[config.mk]
export PLATFORM = sky130hd
export DESIGN_NAME = des_subkey_schedule
export DESIGN_NICKNAME = d
export VERILOG_FILES = /design/src/design/dks_pkg.sv /design/src/design/dks_cell.sv /design/src/design/des_subkey_schedule.sv
export SDC_FILE = /design/constraint.sdc
export NUM_CORES = 1
export LEC_CHECK = 0
export BUFFER_PORTS_ARGS = -buffer_cell sky130_fd_sc_hd__buf_4
export CAP_MARGIN = 20
export CORE_AREA = 2 2 279 281
export DETAILED_ROUTE_END_ITERATION = 6
export DIE_AREA = 0 0 281 283
export PLACE_DENSITY_LB_ADDON = 0.12
export SETUP_SLACK_MARGIN = 0.2
export SLEW_MARGIN = 30
export SYNTH_ARGS = -nofsm -noshare
export SYNTH_HDL_FRONTEND = slang
export SYNTH_HIERARCHICAL = 1
export SYNTH_SLANG_ARGS = --single-unit
[constraint.sdc]
create_clock -name aclk -period 6.3 [get_ports aclk]
set_clock_uncertainty 0.15 [all_clocks]
set_input_delay 0.945 -clock aclk [delete_from_list [all_inputs] [get_ports aclk]]
set_output_delay 0.945 -clock aclk [all_outputs]
set_load 0.005 [all_outputs]
[src/design/dks_pkg.sv]
// Shared types, tables and subkey function for the DES subkey schedule.
package dks_pkg;

    localparam int HALF_BITS  = 28;
    localparam int JOIN_BITS  = 56;
    localparam int KEY_BITS   = 48;
    localparam int ROUNDS     = 16;
    localparam int ROUND_BITS = 4;
    localparam int SHIFT_BITS = 5;
    localparam int SEL_BITS   = 6;

    localparam logic [ROUND_BITS-1:0] LAST_ROUND = ROUND_BITS'(ROUNDS - 1);

    // Accumulated left rotation of each half after each round (1,1,2,2,2,2,2,2,1,2,...).
    localparam logic [SHIFT_BITS-1:0] ROT_TOTAL [ROUNDS] = '{
        5'd1,  5'd2,  5'd4,  5'd6,  5'd8,  5'd10, 5'd12, 5'd14,
        5'd15, 5'd17, 5'd19, 5'd21, 5'd23, 5'd25, 5'd27, 5'd28
    };

    // PC-2 selection, bit 1 = MSB of C:D.
    localparam logic [SEL_BITS-1:0] PC2_SEL [KEY_BITS] = '{
        6'd14, 6'd17, 6'd11, 6'd24, 6'd1,  6'd5,  6'd3,  6'd28,
        6'd15, 6'd6,  6'd21, 6'd10, 6'd23, 6'd19, 6'd12, 6'd4,
        6'd26, 6'd8,  6'd16, 6'd7,  6'd27, 6'd20, 6'd13, 6'd2,
        6'd41, 6'd52, 6'd31, 6'd37, 6'd47, 6'd55, 6'd30, 6'd40,
        6'd51, 6'd45, 6'd33, 6'd48, 6'd44, 6'd49, 6'd39, 6'd56,
        6'd34, 6'd53, 6'd46, 6'd42, 6'd50, 6'd36, 6'd29, 6'd32
    };

    // One word held in a chain cell.
    typedef struct packed {
        logic                  valid;
        logic                  last;
        logic [ROUND_BITS-1:0] round;
        logic [KEY_BITS-1:0]   key;
    } dks_word_t;

    function automatic logic [HALF_BITS-1:0] dks_rotl(input logic [HALF_BITS-1:0] v,
                                                      input logic [SHIFT_BITS-1:0] amt);
        logic [2*HALF_BITS-1:0] dbl;
        dbl = {v, v} >> (SHIFT_BITS'(HALF_BITS) - amt);
        return dbl[HALF_BITS-1:0];
    endfunction

    // Subkey of one round; called with a constant round, so it reduces to wiring.
    function automatic logic [KEY_BITS-1:0] dks_subkey(input logic [HALF_BITS-1:0] c,
                                                       input logic [HALF_BITS-1:0] d,
                                                       input logic [ROUND_BITS-1:0] rnd);
        logic [JOIN_BITS-1:0] cd;
        logic [KEY_BITS-1:0]  k;
        cd = {dks_rotl(c, ROT_TOTAL[rnd]), dks_rotl(d, ROT_TOTAL[rnd])};
        k  = '0;
        for (int i = 0; i < KEY_BITS; i++) begin
            k[KEY_BITS-1-i] = cd[JOIN_BITS - int'(PC2_SEL[i])];
        end
        return k;
    endfunction

endpackage

[src/design/dks_cell.sv]
// One cell of the subkey shift chain: loads its round's subkey or takes its neighbor's.
module dks_cell import dks_pkg::*; (
    input  logic      aclk,
    input  logic      aresetn,
    input  logic      load,
    input  logic      shift,
    input  dks_word_t load_word,
    input  dks_word_t next_word,
    output dks_word_t word
);

    dks_word_t word_reg;
    dks_word_t word_next;

    always_comb begin
        word_next = word_reg;
        if (load) begin
            word_next = load_word;
        end else if (shift) begin
            word_next = next_word;
        end
    end

    always_ff @(posedge aclk) begin
        if (!aresetn) begin
            word_reg.valid <= 1'b0;
        end else begin
            word_reg <= word_next;
        end
    end

    assign word = word_reg;

endmodule

[src/design/des_subkey_schedule.sv]
// DES subkey schedule top level: input buffer and sixteen-cell output chain.
//
// Input channel s_*: one word carries the key halves C0 and D0 after PC-1.
// Result channel m_*: each input word yields sixteen subkey words, K1 first,
// with m_tlast high on K16.
// Inside, all sixteen rotated-and-compressed subkeys are plain wiring from
// the buffered halves; they load in parallel into a row of sixteen cells,
// and the row shifts one cell toward the output each time a word is taken.
// With the chain idle, an accepted input word is registered in the input
// buffer and then loaded into the cells, where m_tvalid rises with K1.
// Each input yields sixteen subkey words on the single result channel;
// a buffered input loads in the same cycle the last subkey of the
// previous run is taken, so runs follow with no gap.
// A one-word input buffer takes the next key while a run is still going out.
// When m_tready is low the chain holds and the buffered input waits.
// Reset (aresetn low, synchronous) empties the buffer and every cell.
module des_subkey_schedule import dks_pkg::*; (
    input  logic        aclk,
    input  logic        aresetn,
    input  logic        s_tvalid,
    output logic        s_tready,
    input  logic [55:0] s_tdata,   // [27:0] c_half, [55:28] d_half
    output logic        m_tvalid,
    input  logic        m_tready,
    output logic [55:0] m_tdata,   // [3:0] round_index, [51:4] subkey, [55:52] zero
    output logic        m_tlast    // last_key
);

    logic                 in_valid_reg;
    logic                 in_valid_next;
    logic [HALF_BITS-1:0] c_reg;
    logic [HALF_BITS-1:0] d_reg;
    logic                 load;
    logic                 shift;
    dks_word_t            head;
    dks_word_t            cell_word [ROUNDS];
    dks_word_t            load_word [ROUNDS];

    assign head  = cell_word[0];
    assign shift = head.valid && m_tready;
    // chain is compact, so an idle head means all cells are empty
    assign load  = in_valid_reg && (!head.valid || (head.last && m_tready));

    assign s_tready = !in_valid_reg || load;

    always_comb begin
        in_valid_next = in_valid_reg;
        if (s_tvalid && s_tready) begin
            in_valid_next = 1'b1;
        end else if (load) begin
            in_valid_next = 1'b0;
        end
    end

    always_ff @(posedge aclk) begin
        if (!aresetn) begin
            in_valid_reg <= 1'b0;
        end else begin
            in_valid_reg <= in_valid_next;
        end
    end

    always_ff @(posedge aclk) begin
        if (s_tvalid && s_tready) begin
            c_reg <= s_tdata[HALF_BITS-1:0];
            d_reg <= s_tdata[2*HALF_BITS-1:HALF_BITS];
        end
    end

    for (genvar k = 0; k < ROUNDS; k++) begin : g_cell
        dks_word_t neighbor;

        assign load_word[k].valid = 1'b1;
        assign load_word[k].last  = (k == ROUNDS - 1);
        assign load_word[k].round = ROUND_BITS'(k);
        assign load_word[k].key   = dks_subkey(c_reg, d_reg, ROUND_BITS'(k));

        if (k == ROUNDS - 1) begin : g_tail
            assign neighbor = '0;
        end else begin : g_mid
            assign neighbor = cell_word[k+1];
        end

        dks_cell u_cell (
            .aclk      (aclk),
            .aresetn   (aresetn),
            .load      (load),
            .shift     (shift),
            .load_word (load_word[k]),
            .next_word (neighbor),
            .word      (cell_word[k])
        );
    end

    assign m_tvalid = head.valid;
    assign m_tdata  = {4'b0000, head.key, head.round};
    assign m_tlast  = head.last;

    a_last_on_final_round : assert property (@(posedge aclk) disable iff (!aresetn)
        m_tvalid |-> (m_tlast == (head.round == LAST_ROUND)))
        else $error("tlast not on final round");

    a_round_advances : assert property (@(posedge aclk) disable iff (!aresetn)
        (m_tvalid && m_tready && !m_tlast) |=>
            (m_tvalid && head.round == $past(head.round) + 1'b1))
        else $error("subkey run broken");

    a_chain_compact : assert property (@(posedge aclk) disable iff (!aresetn)
        (head.valid && !head.last) |-> cell_word[1].valid)
        else $error("gap in subkey chain");

    a_load_when_free : assert property (@(posedge aclk) disable iff (!aresetn)
        load |=> (m_tvalid && head.round == '0))
        else $error("load did not start a run");

endmodule

==> impl_results.md, run 1 <==
- Status: finished clean
- Minimum clock period: ~3400 ps
- Top cells by area, synth: edfxtp_1, mux2_4, mux2_2
- MaxCap Viol Count: 0
- Most common cell after layout, fill and taps aside: edfxtp_1
- Share of cells above drive strength 1: around half
- Grt total ovfl: 0
- CTS tree: built
- Number of flip-flops in the largest register: around 860
- GPL Wtd Cong: about 0.71
- Final TNS setup: 0 ps
- Tcrit/Tclk final: 54.0%
- Half-perimeter wire length after placement: about 43000 um
- Fin util: between 60% and 70%
- Largest net degree at the start of global routing: 141
- Root Driver: clkbuf_16
- Post-DRT Antenna Nets: 0
- WS Path Type: reg -> reg
- Final net count: approximately 2300
- Leak: about 17 nW
- Seq/Total Area, Yosys: 67.1%
- Synthesized area: a little over 40000 sq um
- Worst rel slew slack: 29.4%
- Final Hold Viols: 0
- Syn_area_per_cell: approximately 21 sq um
- Skew-Pair Late Insertion Delay: roughly 640 ps
- DRT iter0 DRCs: 1357
- PD cells: around 300 nW/um^2
- Drt wl/cell: 21.6 um
- PortBufs: roughly 110
- Cell area after layout: roughly 46000 sq um
- Die Wd: between 200 and 300 um
- Setup crit end kind: register
- Finish-stage setup viols: 0
- Total clock sinks: between 900 and 1000
- Fmax: between 200 and 300 MHz
- Data required, critical path: approximately 6500 ps
- Vias: between 15000 and 20000
- Final wirelength: between 70000 and 80000 um
- Vias in the first global route: between 15000 and 20000
- CTS clk-pin slew, worst paths: approximately 60 ps
- Final Slew Violations: 0
- Row Count: about 100
- Crit path DAT: 3630 ps
- Post-CTS Resized: 0
- DR DRC count: 0
- Vert. Die Dim: 283 um
- #FFs+latches synth: 921
- Warnings from Yosys: 6
- Commonest non-fill, non-tap cells in the layout: edfxtp_1, mux2_4, mux2_2
- Area after DPL: 43200 sq um
- Ports: 119
- Core footprint: around 77000 sq um
- Initial Utilization: 53.4%
- Tightest Hold Check Type: in -> reg
- Post-CTS Setup Bufs: 0
- Cell variety after synth: 18
- VDD IR-drop max: about 0.00026 V
- Hold buffer count at cts: 0
- DRT Pass-1 Iters: 5
- Startpoint Class: register
- First-pass GRT wire length: between 100000 and 150000 um
- Int Power: between 10 and 15 mW
- Sequential power share: 53.0%
- Antenna violations before repair: 0
- Via-to-Cell Ratio: roughly 5.3
- CTS buffer count: 97
- Worst-Margin Slew: approximately 1100 ps
- CTS HTree Levels: 3
- Psw: about 3 mW
- Die footprint: roughly 80000 sq um
- RSZ-0062 raised after global routing: false
- Top-area cell type share of the netlist area: between 60% and 70%
- Min Hold Slack: around 330 ps
- Comb power frac: between 8 and 9%
- Worst-case clock buffer depth: 3
- Sw Share: between 20% and 30%
- Cells after Synth: roughly 1900
- Total track usage: between 15 and 20%
- Area Overhead vs Synth: 12.9%
- Maximum fanout along the worst path: between 80 and 90
- Clk network pwr share: approximately two fifths
- Post-synth top area cell: edfxtp_1
-- kinds of logic (layout without fill, tap and decap cells) --
kind of cell           after synthesis  in the layout  share of synthesized area [%]
AND/OR/NAND/NOR                     19             19                          0.299
multiplexers                       864            864                           29.3
buffers and inverters              101            333                           2.48
other                                2            155                         0.0183
AO/OA/AOI/OAI                       35             35                          0.746
flip-flops                         921            921                           67.1
-- worst paths after layout --
path                                   from                    endpoint  slack (ps)  cells past startpoint
setup reg to reg  g_cell[0].u_cell/word[52]  g_cell[10].u_cell/word[29]        2900                      6
hold / removal                  s_tdata[38]                   d_reg[10]         330                      1
hold reg to reg   g_cell[8].u_cell/word[50]   g_cell[7].u_cell/word[50]         380                      1
setup / recovery  g_cell[0].u_cell/word[52]  g_cell[10].u_cell/word[29]        2900                      6
-- per-stage QoR --
step | setup WS [ps] | std cells | power, mW
finish | 2900 | 3367 | 13.9
global route | 2750 | 3366 | 14.4
CTS | 2860 | 3365 | 14.1
detailed placement | 2280 | 3184 | 8.71
global placement | 2330 | 3173 | 8.67
floorplan | 1470 | 2094 | 8.41
-- routing by layer --
layer	track usage, %	vias to the layer above	part of all wire, %
li1	-	8143	-
met1	26.0	9134	46
met2	29.4	301	48
met3	2.89	100	4.1
met4	4.60	0	1.8
met5	0	-	0
-- critical path, stage by stage (launching register included) --
cell and delay, ps:
edfxtp_1 400, nand2_2 130, a21boi_4 770, buf_12 350, buf_12 340, buf_12 510
mux2_4 350
-- cell type report --
cell class                 instances  area (sq um)
fill                            5456         30500
sequential                       921         27500
multi-input combinational       1072         13100
clock buffer                     130          2650
timing repair buffer             151          1340
tap                             1040          1300
clock inverter                    51           327
inverter                           1          3.75
antenna                            1          2.50
-- power by group through the flow --
stage,combinational [mW],sequential (mW),clock (mW)
floorplan,1.03,7.38,0
global placement,1.16,7.51,0
detailed placement,1.21,7.50,0
CTS,1.22,7.37,5.47
global route,1.29,7.39,5.69
finish,1.21,7.36,5.32
-- Yosys cell counts, drive strengths merged --
cell type and n:
edfxtp 904, mux2 864, buf 100, dfxtp 17
nand2b 16, o211a 16, o21a 16, a21boi 2
conb 2, a31oi 1, and2 1, inv 1
nand2 1, nand3 1
No activity file was read; power rests on OpenSTA's default activity.
==> run 2: changes to the inputs <==
Clock period 6.3 ns to 3.3 ns, I/O delays scaled along.
==> impl_results.md, run 2 (synthesized netlist as in run 1, its figures left out) <==
- DRT iter0 DRCs: roughly 1300
- Via-to-Cell Ratio: 5.22
- Largest net degree at the start of global routing: 75
- Final wirelength: 74900 um
- Data required, critical path: ~3500 ps
- Cell area after layout: between 40000 and 50000 sq um
- Status: finished clean
- Share of cells above drive strength 1: approximately 50%
- Final setup margin: around 850 ps
- Final net count: ~2400
- Hold buffer count at cts: 57
- DR DRC count: 0
- RSZ-0062 raised after global routing: false
- Place WS: between 600 and 700 ps
- Vias: roughly 18000
- Fmax: roughly 410 MHz
- Crit path DAT: between 2000 and 3000 ps
- Final Slew Violations: 0
- Worst-Margin Slew: a little over 1000 ps
- Area after DPL: between 40000 and 50000 sq um
- First-pass GRT wire length: around 110000 um
- Vert. Die Dim: about 280 um
- WS Path Type: reg -> reg
- Ant. Diodes: 0
- Die footprint: a little under 80000 sq um
- MaxCap Viol Count: 0
- Worst-case clock buffer depth: 3
- CTS HTree Levels: 3
- Row Count: between 100 and 150
- Total track usage: about a fifth
- Finish-stage setup viols: 0
- Grt total ovfl: 0
- Post-CTS Resized: 0
- Area Overhead vs Synth: 14.9%
- Antenna violations before repair: 1
- Total clock sinks: ~920
- Tcrit/Tclk final: ~74%
- Post-CTS Setup Bufs: 0
- Skew-Pair Late Insertion Delay: approximately 650 ps
- Initial Utilization: 53.4%
- CTS buffer count: 94
- Maximum fanout along the worst path: 38
- Worst rel slew slack: 32.1%
- Commonest non-fill, non-tap cells in the layout: edfxtp_1, mux2_4, mux2_2
- Half-perimeter wire length after placement: 45100 um
- CTS clk-pin slew, worst paths: ~60 ps
- Post-DRT Antenna Nets: 0
- CTS tree: built
- Minimum clock period: approximately 2400 ps
- Number of flip-flops in the largest register: 864
- VDD IR-drop max: about 0.00044 V
- PD cells: ~560 nW/um^2
- Root Driver: clkbuf_16
- Tot Pwr: approximately 26 mW
- Core footprint: 76700 sq um
- Setup crit end kind: register
- Tightest Hold Check Type: in -> reg
- Leak: 17.4 nW
- Drt wl/cell: between 20 and 25 um
- Most common cell after layout, fill and taps aside: edfxtp_1
- DRT Pass-1 Iters: 5
- Ports: 119
- Die Wd: about 280 um
- Final Hold Viols: 0
- Vias in the first global route: about 19000
- Startpoint Class: register
- GPL Wtd Cong: between 0.7 and 0.8
- PortBufs: approximately 110
==> run 2: cell types whose count changed in the layout (fill, tap and decap cells not counted), sizes merged <==
| cell | previous run | this run |
|---|---|---|
| clkbuf | 130 | 131 |
| buf | 151 | 189 |
| clkinv | 45 | 32 |
| diode | 1 | 0 |
| bufinv | 2 | 1 |
| dlygate4sd3 | 0 | 57 |
| clkinvlp | 1 | 2 |
==> run 2: critical path, stage by stage (launching register included) <==
cell      delay, ps
edfxtp_1        390
nand2_2         130
a21boi_4        340
buf_12          260
buf_12          300
buf_4           270
mux2_4          320
==> run 2: worst paths after layout <==
path / startpoint / end / slack, ps / cells after the start
hold reg to reg: g_cell[7].u_cell/word[36] / g_cell[6].u_cell/word[36] / 380 / 1
setup / recovery: g_cell[0].u_cell/word[52] / g_cell[9].u_cell/word[27] / 850 / 6
setup reg to reg: g_cell[0].u_cell/word[52] / g_cell[9].u_cell/word[27] / 850 / 6
hold / removal: m_tready / in_valid_reg / 120 / 4
==> run 2: where the power goes <==
group / internal, mW / leakage [nW] / switching, mW
Clock: 5.52 / 1.38 / 4.27
Sequential: 13.6 / 8.50 / 0.410
Combinational: 1.46 / 7.57 / 0.987
==> run 2: metrics by stage <==
step | hold WS (ps) | util, % | TNS, ps | cells
after floorplan | 345 | - | -89230 | 2094
after global placement | 374 | 56.7 | 0 | 3211
after detailed placement | 382 | 56.9 | 0 | 3221
after CTS | 77.3 | 61.3 | 0 | 3447
after global routing | 104 | 61.3 | 0 | 3449
final | 118 | 61.3 | 0 | 3449
==> run 2: layout make-up <==
class                   instances  area [sq um]
repair buffers                246          2380
multi-input cells            1072         13100
clock inverters                38           224
inverters                       1          3.75
clock buffers                 131          2580
flip-flops and latches        921         27500
well taps                    1040          1300
fillers                      5407         29700
==> run 2: per-layer routing <==
metal | global-route usage, % | share of wire (%) | up-vias
met5 | 0 | 0 | -
met4 | 4.68 | 1.6 | 0
met3 | 2.94 | 3.9 | 98
met2 | 30.4 | 48 | 313
met1 | 26.4 | 47 | 9274
li1 | - | - | 8311
